File: config.mk
export PLATFORM = sky130hd
export DESIGN_NAME = glonass_ca_code_sampler_unit
export DESIGN_NICKNAME = d
export VERILOG_FILES = /design/src/design/gcs_pkg.sv /design/src/design/gcs_cfg.sv /design/src/design/glonass_ca_code_sampler_unit.sv
export SDC_FILE = /design/constraint.sdc
export NUM_CORES = 1
export LEC_CHECK = 0
export BUFFER_PORTS_ARGS = -buffer_cell sky130_fd_sc_hd__buf_2
export CAP_MARGIN = 20
export CORE_MARGIN = 1
export CORE_UTILIZATION = 28
export CTS_CLUSTER_DIAMETER = 120
export DETAILED_ROUTE_END_ITERATION = 8
export GPL_TIMING_DRIVEN = 0
export HOLD_SLACK_MARGIN = 0.12
export SYNTH_ARGS = -nofsm -noshare
export SYNTH_HDL_FRONTEND = slang
export SYNTH_SLANG_ARGS = --single-unit
File: constraint.sdc
create_clock -name clk -period 8.55 [get_ports clk]
set_clock_uncertainty 0.05 [all_clocks]
set_input_delay 0 -clock clk [delete_from_list [all_inputs] [get_ports clk]]
set_output_delay 0 -clock clk [all_outputs]
set_load 0.1 [all_outputs]
File: src/design/gcs_pkg.sv
package gcs_pkg;

  typedef logic [8:0]  lfsr_t;
  typedef logic [8:0]  chip_t;
  typedef logic [27:0] rate_t;
  typedef logic [17:0] scount_t;

  localparam chip_t   LAST_CHIP    = 9'd510;
  localparam chip_t   SHIFT_WRAP   = 9'd511;
  localparam lfsr_t   LFSR_ONES    = 9'h1FF;
  localparam rate_t   CHIP_RATE_HZ = 28'd511000;
  localparam rate_t   FS_MIN       = 28'd511000;
  localparam rate_t   FS_MAX       = 28'd200000000;
  localparam scount_t SPC_RESET    = 18'd511;

  // floor(y / 125) = (y * RECIP_MULT) >> RECIP_SHIFT, exact for y below 2^25.
  localparam logic [28:0] RECIP_MULT  = 29'd274877907;
  localparam int          RECIP_SHIFT = 35;
  localparam int          PROD_W      = 54;

  localparam logic CFG_IDX_SHIFT = 1'b0;
  localparam logic CFG_IDX_RATE  = 1'b1;

  typedef enum logic [1:0] {
    CFG_IDLE,
    CFG_SHIFT,
    CFG_RATE_MUL,
    CFG_RATE_DIV
  } cfg_state_t;

  typedef struct packed {
    logic    busy;
    rate_t   fs;
    scount_t spc;
    lfsr_t   start;
  } cfg_t;

  function automatic lfsr_t lfsr_step(lfsr_t r);
    return {r[4] ^ r[0], r[8:1]};
  endfunction

endpackage

File: src/design/gcs_cfg.sv
module gcs_cfg (
  input  logic          clk,
  input  logic          rst_n,
  input  logic          cfg_valid,
  output logic          cfg_ready,
  input  logic          cfg_index,
  input  logic [27:0]   cfg_data,
  output gcs_pkg::cfg_t cfg_o
);
  import gcs_pkg::*;

  cfg_state_t        state_r, state_nxt;
  lfsr_t             start_r, start_nxt;
  chip_t             cnt_r, cnt_nxt;
  rate_t             fs_r, fs_nxt;
  scount_t           spc_r, spc_nxt;
  logic [PROD_W-1:0] prod_r, prod_nxt;
  rate_t             fs_clamped;

  always_comb begin
    if (cfg_data < FS_MIN) begin
      fs_clamped = FS_MIN;
    end else if (cfg_data > FS_MAX) begin
      fs_clamped = FS_MAX;
    end else begin
      fs_clamped = cfg_data;
    end
  end

  always_comb begin
    state_nxt = state_r;
    start_nxt = start_r;
    cnt_nxt   = cnt_r;
    fs_nxt    = fs_r;
    spc_nxt   = spc_r;
    prod_nxt  = prod_r;
    unique case (state_r)
      CFG_IDLE: begin
        if (cfg_valid) begin
          if (cfg_index == CFG_IDX_SHIFT) begin
            // The start state is stepped from all ones, one chip per cycle.
            start_nxt = LFSR_ONES;
            cnt_nxt   = (cfg_data[8:0] == SHIFT_WRAP) ? '0 : cfg_data[8:0];
            state_nxt = CFG_SHIFT;
          end else begin
            fs_nxt    = fs_clamped;
            state_nxt = CFG_RATE_MUL;
          end
        end
      end
      CFG_SHIFT: begin
        if (cnt_r == '0) begin
          state_nxt = CFG_IDLE;
        end else begin
          start_nxt = lfsr_step(start_r);
          cnt_nxt   = cnt_r - 9'd1;
        end
      end
      CFG_RATE_MUL: begin
        // fs / 1000 = (fs / 8) / 125
        prod_nxt  = PROD_W'(fs_r[27:3]) * PROD_W'(RECIP_MULT);
        state_nxt = CFG_RATE_DIV;
      end
      CFG_RATE_DIV: begin
        spc_nxt   = prod_r[RECIP_SHIFT +: 18];
        state_nxt = CFG_IDLE;
      end
      default: state_nxt = CFG_IDLE;
    endcase
  end

  always_ff @(posedge clk) begin
    if (!rst_n) begin
      state_r <= CFG_IDLE;
      start_r <= LFSR_ONES;
      cnt_r   <= '0;
      fs_r    <= FS_MIN;
      spc_r   <= SPC_RESET;
    end else begin
      state_r <= state_nxt;
      start_r <= start_nxt;
      cnt_r   <= cnt_nxt;
      fs_r    <= fs_nxt;
      spc_r   <= spc_nxt;
    end
  end

  always_ff @(posedge clk) begin
    prod_r <= prod_nxt;
  end

  assign cfg_ready   = (state_r == CFG_IDLE);
  assign cfg_o.busy  = (state_r != CFG_IDLE);
  assign cfg_o.fs    = fs_r;
  assign cfg_o.spc   = spc_r;
  assign cfg_o.start = start_r;

  // A maximal-length register never reaches the all-zero lockup state.
  a_start_nonzero: assert property (@(posedge clk) disable iff (!rst_n)
    start_r != '0)
    else $error("start state locked at zero");

  a_spc_range: assert property (@(posedge clk) disable iff (!rst_n)
    spc_r >= 18'd511 && spc_r <= 18'd200000)
    else $error("samples per period out of range");

  a_spc_from_fs: assert property (@(posedge clk) disable iff (!rst_n)
    state_r == CFG_RATE_DIV |=> (28'(spc_r) * 28'd1000 <= fs_r) &&
                                (fs_r < 28'(spc_r) * 28'd1000 + 28'd1000))
    else $error("samples per period does not match rate");

endmodule

File: src/design/glonass_ca_code_sampler_unit.sv
// GLONASS C/A code sampler: each input request yields one sample of the
// 511-chip code, rotated by chip_shift and upsampled to sample_rate_hz, with
// the chip index tracked by an exact integer phase accumulator. Samples flow
// at one per clock when the output is ready and no configuration write is busy,
// through an input register and then a result register. Writing chip_shift
// holds off input requests (shift taken modulo 511) while the rotated start
// state is stepped one chip per cycle; writing sample_rate_hz holds them off
// while the samples-per-period count is derived with a reciprocal multiply.
module glonass_ca_code_sampler_unit (
  input  logic        clk,
  input  logic        rst_n,
  input  logic        in_tvalid,
  output logic        in_tready,
  input  logic [7:0]  in_tdata,   // [0] restart, [7:1] zero
  output logic        out_tvalid,
  input  logic        out_tready,
  output logic [15:0] out_tdata,  // [0] chip_value, [9:1] chip_position, [15:10] zero
  output logic        out_tlast,  // period_end
  input  logic        cfg_valid,
  output logic        cfg_ready,
  input  logic        cfg_index,
  input  logic [27:0] cfg_data
);
  import gcs_pkg::*;

  cfg_t    cfg;

  logic    s1_v_r, s1_restart_r, s1_adv;
  logic    out_v_r, out_value_r, out_last_r;
  chip_t   out_pos_r;

  scount_t sc_r, sc_nxt;
  rate_t   res_r, res_nxt;
  chip_t   chip_r, chip_a, chip_nxt;
  lfsr_t   code_r, code_a, code_nxt;

  logic        start_period, last;
  scount_t     idx;
  logic [28:0] sum, diff;

  gcs_cfg u_cfg (
    .clk       (clk),
    .rst_n     (rst_n),
    .cfg_valid (cfg_valid),
    .cfg_ready (cfg_ready),
    .cfg_index (cfg_index),
    .cfg_data  (cfg_data),
    .cfg_o     (cfg)
  );

  assign s1_adv    = s1_v_r && (!out_v_r || out_tready);
  assign in_tready = !cfg.busy && (!s1_v_r || s1_adv);

  always_comb begin
    start_period = s1_restart_r || (sc_r == '0);
    sum          = {1'b0, res_r} + {1'b0, CHIP_RATE_HZ};
    diff         = sum - {1'b0, cfg.fs};
    idx          = sc_r;
    res_nxt      = res_r;
    chip_a       = chip_r;
    code_a       = code_r;
    if (start_period) begin
      idx     = '0;
      res_nxt = CHIP_RATE_HZ - 28'd1;
      chip_a  = '0;
      code_a  = cfg.start;
    end else if (sum >= {1'b0, cfg.fs}) begin
      // After a rate change the residue may need clamping below fs.
      res_nxt = (diff >= {1'b0, cfg.fs}) ? (cfg.fs - 28'd1) : diff[27:0];
      if (chip_r < LAST_CHIP) begin
        chip_a = chip_r + 9'd1;
        code_a = lfsr_step(code_r);
      end
    end else begin
      res_nxt = sum[27:0];
    end

    last     = (idx >= cfg.spc - 18'd1);
    chip_nxt = chip_a;
    code_nxt = code_a;
    if (last && chip_a < LAST_CHIP) begin
      chip_nxt = chip_a + 9'd1;
      code_nxt = lfsr_step(code_a);
    end
    sc_nxt = last ? '0 : idx + 18'd1;
  end

  always_ff @(posedge clk) begin
    if (!rst_n) begin
      s1_v_r  <= 1'b0;
      out_v_r <= 1'b0;
      sc_r    <= '0;
      res_r   <= '0;
      chip_r  <= '0;
      code_r  <= LFSR_ONES;
    end else begin
      if (in_tready) begin
        s1_v_r <= in_tvalid;
      end else if (s1_adv) begin
        s1_v_r <= 1'b0;
      end
      if (s1_adv) begin
        out_v_r <= 1'b1;
        sc_r    <= sc_nxt;
        res_r   <= res_nxt;
        chip_r  <= chip_nxt;
        code_r  <= code_nxt;
      end else if (out_tready) begin
        out_v_r <= 1'b0;
      end
    end
  end

  always_ff @(posedge clk) begin
    if (in_tready && in_tvalid) begin
      s1_restart_r <= in_tdata[0];
    end
    if (s1_adv) begin
      out_value_r <= code_nxt[2];
      out_pos_r   <= chip_nxt;
      out_last_r  <= last;
    end
  end

  assign out_tvalid = out_v_r;
  assign out_tdata  = {6'b0, out_pos_r, out_value_r};
  assign out_tlast  = out_last_r;

  a_chip_range: assert property (@(posedge clk) disable iff (!rst_n)
    chip_r <= LAST_CHIP)
    else $error("chip index beyond end of code");

  // A rate change mid-period can end a period early, but the last sample
  // always advances past chip zero.
  a_last_chip: assert property (@(posedge clk) disable iff (!rst_n)
    out_v_r && out_last_r |-> out_pos_r != '0)
    else $error("period end on chip zero");

  a_restart_zero: assert property (@(posedge clk) disable iff (!rst_n)
    s1_adv && s1_restart_r |=> out_pos_r == '0 && !out_last_r)
    else $error("restart did not begin at chip zero");

endmodule
# Word-level counts from Yosys, hierarchy flattened
# Cells that the tools add are included.
[totals]
regBits = 197
input_bits = 42
output_inout_bits = 20
elab_cells = 95
[op_classes]
addsub = 8
mul = 1
n_lt_le_gt_ge = 7
n_eq_ne = 8
n_mux = 32
bitwise = 3
n_reduce_logical = 20
[ops]
columns = ["op", "count"]
rows = [
  ["$mux 28", 5],
  ["$mux 9", 15],
  ["$ge 29x28->1", 2],
  ["$mul 25x29->53 const B", 1],
  ["$mux 18", 2],
  ["$pmux 9 s2", 2],
  ["$add 28x19->29 const B", 1],
  ["$sub 29x28->29", 1],
  ["$gt 28x28->1 const B", 1],
  ["$lt 28x19->1 const B", 1],
  ["$sub 28x1->28 const B", 1],
  ["$add 18x1->18 const B", 1],
  ["$add 9x1->9 const B", 2],
  ["$ge 18x18->1", 1],
  ["$logic_not 18->1", 1],
  ["$lt 9x9->1 const B", 2],
  ["$sub 18x1->18 const B", 1],
  ["$eq 9x9->1 const B", 1],
  ["$logic_not 9->1", 1],
  ["$sub 9x1->9 const B", 1],
  ["$pmux 2 s4", 1],
  ["$reduce_bool 2->1", 4],
  ["$mux 2", 3],
  ["$ne 2x2->1 const B", 3],
  ["other kinds (12)", 25],
]

# Depth between registers and ports, before layout
[logic_depth]
depth_word = 7
mapped_depth = 32
mapped_depth_nobuf = 29

# Cells and area by module
# Synthesis repeated with hierarchy kept, for this count alone.
[hier_totals]
hier_cells = 2553
hier_area_um2 = 22246.3
[modules_own_cells]
columns = ["mod", "n_inst", "cells_per_inst", "area_per_inst_um2", "seq_area_each_um2"]
rows = [
  ["gcs_cfg", 1, 1417, 13754.4, 1861.8],
  ["glonass_ca_code_sampler_unit", 1, 1136, 8491.9, 1681.6],
]

# Least setup slack after synthesis
# Ideal clock, no wire load.
[synth_path]
kind = "register to register"
from = "register u_cfg.fs_r[10]"
to = "register u_cfg.prod_r[46], data pin"
setup_time_ps = 260
t_arrival_ps = 6246
required_time_ps = 8240
setup_slack_ps = 1993
path_stages_with_launch = 23
path_buffers = 0
period_less_slack_ps = 6557
cell_sequence = "dfxtp_1 > inv_1 > ha_1 > fa_1 > inv_1 > fa_1 > inv_1 > fa_1 > fa_1 > fa_1 > fa_1 > ha_1 > nand3_1 > nor3_1 > nand2_1 > o21ai_0 > a21oi_1 > nor2_1 > nand2_1 > a21boi_0 > o21a_1 > mux2i_1 > nand2_1"
[synth_via]
elab_chain_len = 1
[synth_rtl]
columns = ["element", "line_no", "rtl"]
rows = [
  ["from (decl)", "gcs_cfg.sv:15", "rate_t fs_r, fs_nxt;"],
  ["from (signal assigned)", "gcs_cfg.sv:83", "fs_r <= fs_nxt;"],
  ["$mul 25x29->53", "gcs_cfg.sv:61", "prod_nxt = PROD_W'(fs_r[27:3]) * PROD_W'(RECIP_MULT);"],
  ["to (signal assigned)", "gcs_cfg.sv:89", "prod_r <= prod_nxt;"],
  ["to (decl)", "gcs_cfg.sv:17", "logic [PROD_W-1:0] prod_r, prod_nxt;"],
]
# No other way between the ends.
# A chain may end at the register's enable or synchronous reset.

# Worst setup path after layout
[layout_path]
from = "register u_cfg.fs_r[12]"
to = "register u_cfg.prod_r[46], data pin"
# Same word-level chain as after synthesis.

==> run metrics <==
drt via density=~4.8; Fin Setup TNS=0 ns; WL final=61.5 mm; Final min period=8.06 ns; routability cong.=0.962; max-slew violations=0; Syn Area/Cell=8.94 um2; ys flop type=dfxtp_1; DP Cell Count=approximately 3.5k; synth warn=0; area leader, netlist=ha_1; worst setup path endpoint=u_cfg.prod_r[46]; post-synthesis instance area=0.0218 mm2; Worst EP arrival=8.22 ns; Final ANT Viol Nets=0; CP required=8.71 ns; worst flop-to-flop path startpoint=u_cfg.fs_r[12]; startpoint type of the worst setup path=flop; Crit Path Class=flop to flop; GRT Util Overall=0.160; Cells after Synth=between 2k and 2.5k; CTS buffer count=17; # setup viols final=0; async set-or-reset flop fraction in the synthesized netlist=0; part of the Yosys area used for sequential elements=0.163; Wirelength per Cell=about 17 um; DP HPWL=51.0 mm; DR vias=17.4k; crit-path max FO=11; core box area=approximately 0.076 mm2; number of global-route vias before repair=17.2k; final non-filler cell total=around 3.6k; Power Total=around 7 mW; final hold violation count=0; 1st-iter DRT viols=1,252; Sink Count=162; largest net degree at the start of global routing=19; worst skew pair latency=0.46 ns; diode count=0; top cell type's share of synthesized area=0.214; f_max=0.124 GHz; Post-CTS Setup Inserts=0; Ports=62; CTS tree=built; PortBufs=48; pwr/cell area=285 mW/mm2; Max-Cap Viols=0; endpoint class of the critical path=flop; register bit total from synthesis=around 160; register area=0.00354 mm2; area occupied by multi-input gates=0.0164 mm2; status=complete, no violations; Initial Utilization=0.285; Least-Margin Pin Slew=between 0.9 and 1 ns; Slew headroom=0.365; # DRC=0; critical path startpoint=u_cfg.fs_r[12]; share of cells above drive strength 1=0.0519; synth top area cells=ha_1, fa_1, dfxtp_1, inv_1, edfxtp_1; P_leak=about 12 nW; H-tree depth=4; R2R Setup Slk=0.49 ns; number of synthesized flops with an enable pin=30; Root Buffer=clkbuf_16; Setup WS post-layout=around 0.49 ns; Clock Path Buffers=2; layout net count=3,179; Max VDD drop=319 uV; fin area=0.0243 mm2; Reg2Reg Depth=22; initial antenna violation count=0; Layout area overhead=11.7%; row cnt=approximately 100; HP Class=primary input to flop; grt ovf=0; Horiz. Die Dim=281 um; dpl cell area=0.0234 mm2; unrepaired setup endpoints after global routing=no; dpl ws=0.132 ns; first-pass GRT wire length=a little under 100 mm; die height=between 200 and 300 um; fill cell count=~8k; clock slew at reported path FFs=0.07 ns; reg2reg end=u_cfg.prod_r[46]; first-pass iteration count of the detailed router=5; Die Area=just under 0.08 mm2; count of different cell masters after synthesis=86; fin crit share=0.943
worst max-delay path, cell delays in order, from the launching register on:
cell,delay [ns]
dfxtp_1,0.67
inv_1,0.41
ha_1,0.52
inv_1,0.09
fa_1,0.51
fa_1,0.56
inv_1,0.06
fa_1,0.53
fa_1,0.46
fa_1,0.53
fa_1,0.51
ha_1,0.31
nand3_1,0.10
nor3_1,0.19
nand2_1,0.07
o21ai_0,0.62
a21oi_1,0.17
nor2_1,0.43
nand2_1,0.14
a21boi_0,0.39
o21a_1,0.23
mux2i_1,0.20
nand2_1,0.07
layout make-up:
type | instances | share of cell area
Timing Repair Buffer | 87 | 0.0261
Clock buffer | 17 | 0.0175
Clock inverter | 15 | 0.00694
Multi-Input combinational cell | 1807 | 0.676
Buffer | 80 | 0.0146
Sequential cell | 162 | 0.146
Tap cell | 1030 | 0.0530
Inverter | 393 | 0.0606
sequential cells by signal (all words and copies together), names as in the netlist:
name and count:
s1_v_r 1, out_tvalid 1, out_tlast 1, out_pos_r 9, u_cfg.prod_r 18, res_r 28
chip_r 9, s1_restart_r 1, u_cfg.cnt_r 9, out_value_r 1, u_cfg.state_r 2, code_r 9
u_cfg.fs_r 28, sc_r 18, u_cfg.spc_r 18, u_cfg.start_r 9
kinds of logic after synthesis:
family	Yosys count	share of synthesized area
other	1	0.000172
AND/OR/NAND/NOR	608	0.140
multiplexers	36	0.0167
adder cells (fa/ha/maj)	589	0.413
XOR/XNOR	126	0.0506
flip-flops	162	0.163
buffers and inverters	473	0.0839
AO/OA/AOI/OAI	442	0.134
worst min path at each step:
stage                start          endpoint  cells past startpoint
2_1_floorplan  in_tdata[0]      s1_restart_r                      0
3_3_place_gp   in_tdata[0]      s1_restart_r                      1
3_5_place_dp   in_tdata[0]      s1_restart_r                      1
4_1_cts          cfg_valid  u_cfg.state_r[0]                      5
5_1_grt          cfg_valid  u_cfg.state_r[0]                      5
6_report         cfg_valid  u_cfg.state_r[0]                      5
power by group:
part           total [mW]  switching, mW  internal (mW)  leakage (nW)
combinational        5.17           3.08           2.09          9.92
sequential          0.950         0.0747          0.875          1.35
clock               0.804          0.367          0.438         0.280
cell usage after synthesis (6+ instances only):
library cell,n
ha_1,373
a31oi_1,14
o211ai_1,14
nand2b_1,15
dfxtp_1,132
nor3_1,55
fa_1,216
buf_2,7
and4_1,9
a21o_1,39
nor2b_1,39
and2_1,21
nand3_1,58
edfxtp_1,30
inv_1,392
o21ai_0,101
or2_2,7
o21bai_1,8
a21boi_0,27
xor2_1,42
buf_4,8
mux2i_1,33
nor4_1,12
or4_1,11
o21a_1,9
a211oi_1,10
nand3b_1,6
a221oi_1,9
nor3b_1,9
nor2_1,107
a22oi_1,24
and3_1,24
o221ai_1,10
clkbuf_1,62
or3_1,8
nand4_1,30
xnor2_1,84
a21oi_1,109
nand2_1,181
o22ai_1,6
layer usage:
layer / GRT usage / vias up / routed length [um]
met2: 0.263 / 388 / 28400
li1: - / 8481 / -
met5: 0 / - / 0
met3: 0.0182 / 72 / 2640
met1: 0.221 / 8444 / 29100
met4: 0.0390 / 0 / 1380
cell usage in the layout, fill, tap and decap left out, drive strengths merged, types with 8 or more instances in the layout:
master / instances
or4: 11
xor2: 42
o21ai: 105
inv: 400
ha: 373
and4: 9
xnor2: 84
nor2b: 39
nand2: 181
o211ai: 15
clkbuf: 79
and3: 24
mux2i: 33
a22oi: 24
nor2: 107
a211oi: 14
or3: 9
o21bai: 8
buf: 67
o221ai: 10
a21oi: 109
o21a: 9
and2: 21
fa: 216
nor3: 55
a221oi: 9
a31oi: 14
nor4: 12
a21o: 39
dfxtp: 132
nor3b: 10
or2: 10
a21boi: 27
dlygate4sd3: 38
nand2b: 15
nand4: 30
nand3: 59
edfxtp: 30
through the flow:
stage          hold slack (ns)  utilization
4_1_cts                  0.133        0.318
3_3_place_gp             0.132        0.305
2_1_floorplan           0.0489            -
3_5_place_dp             0.129        0.306
5_1_grt                  0.199        0.318
6_report                 0.160        0.318
what timing repair did:
action	4_1_cts	5_1_grt
hold buffers	38	0
resized for setup	0	1
setup endpoints to repair	0	3
endpoints found under the hold margin	46	0
Note: power is estimated with default switching activity, not from simulation.
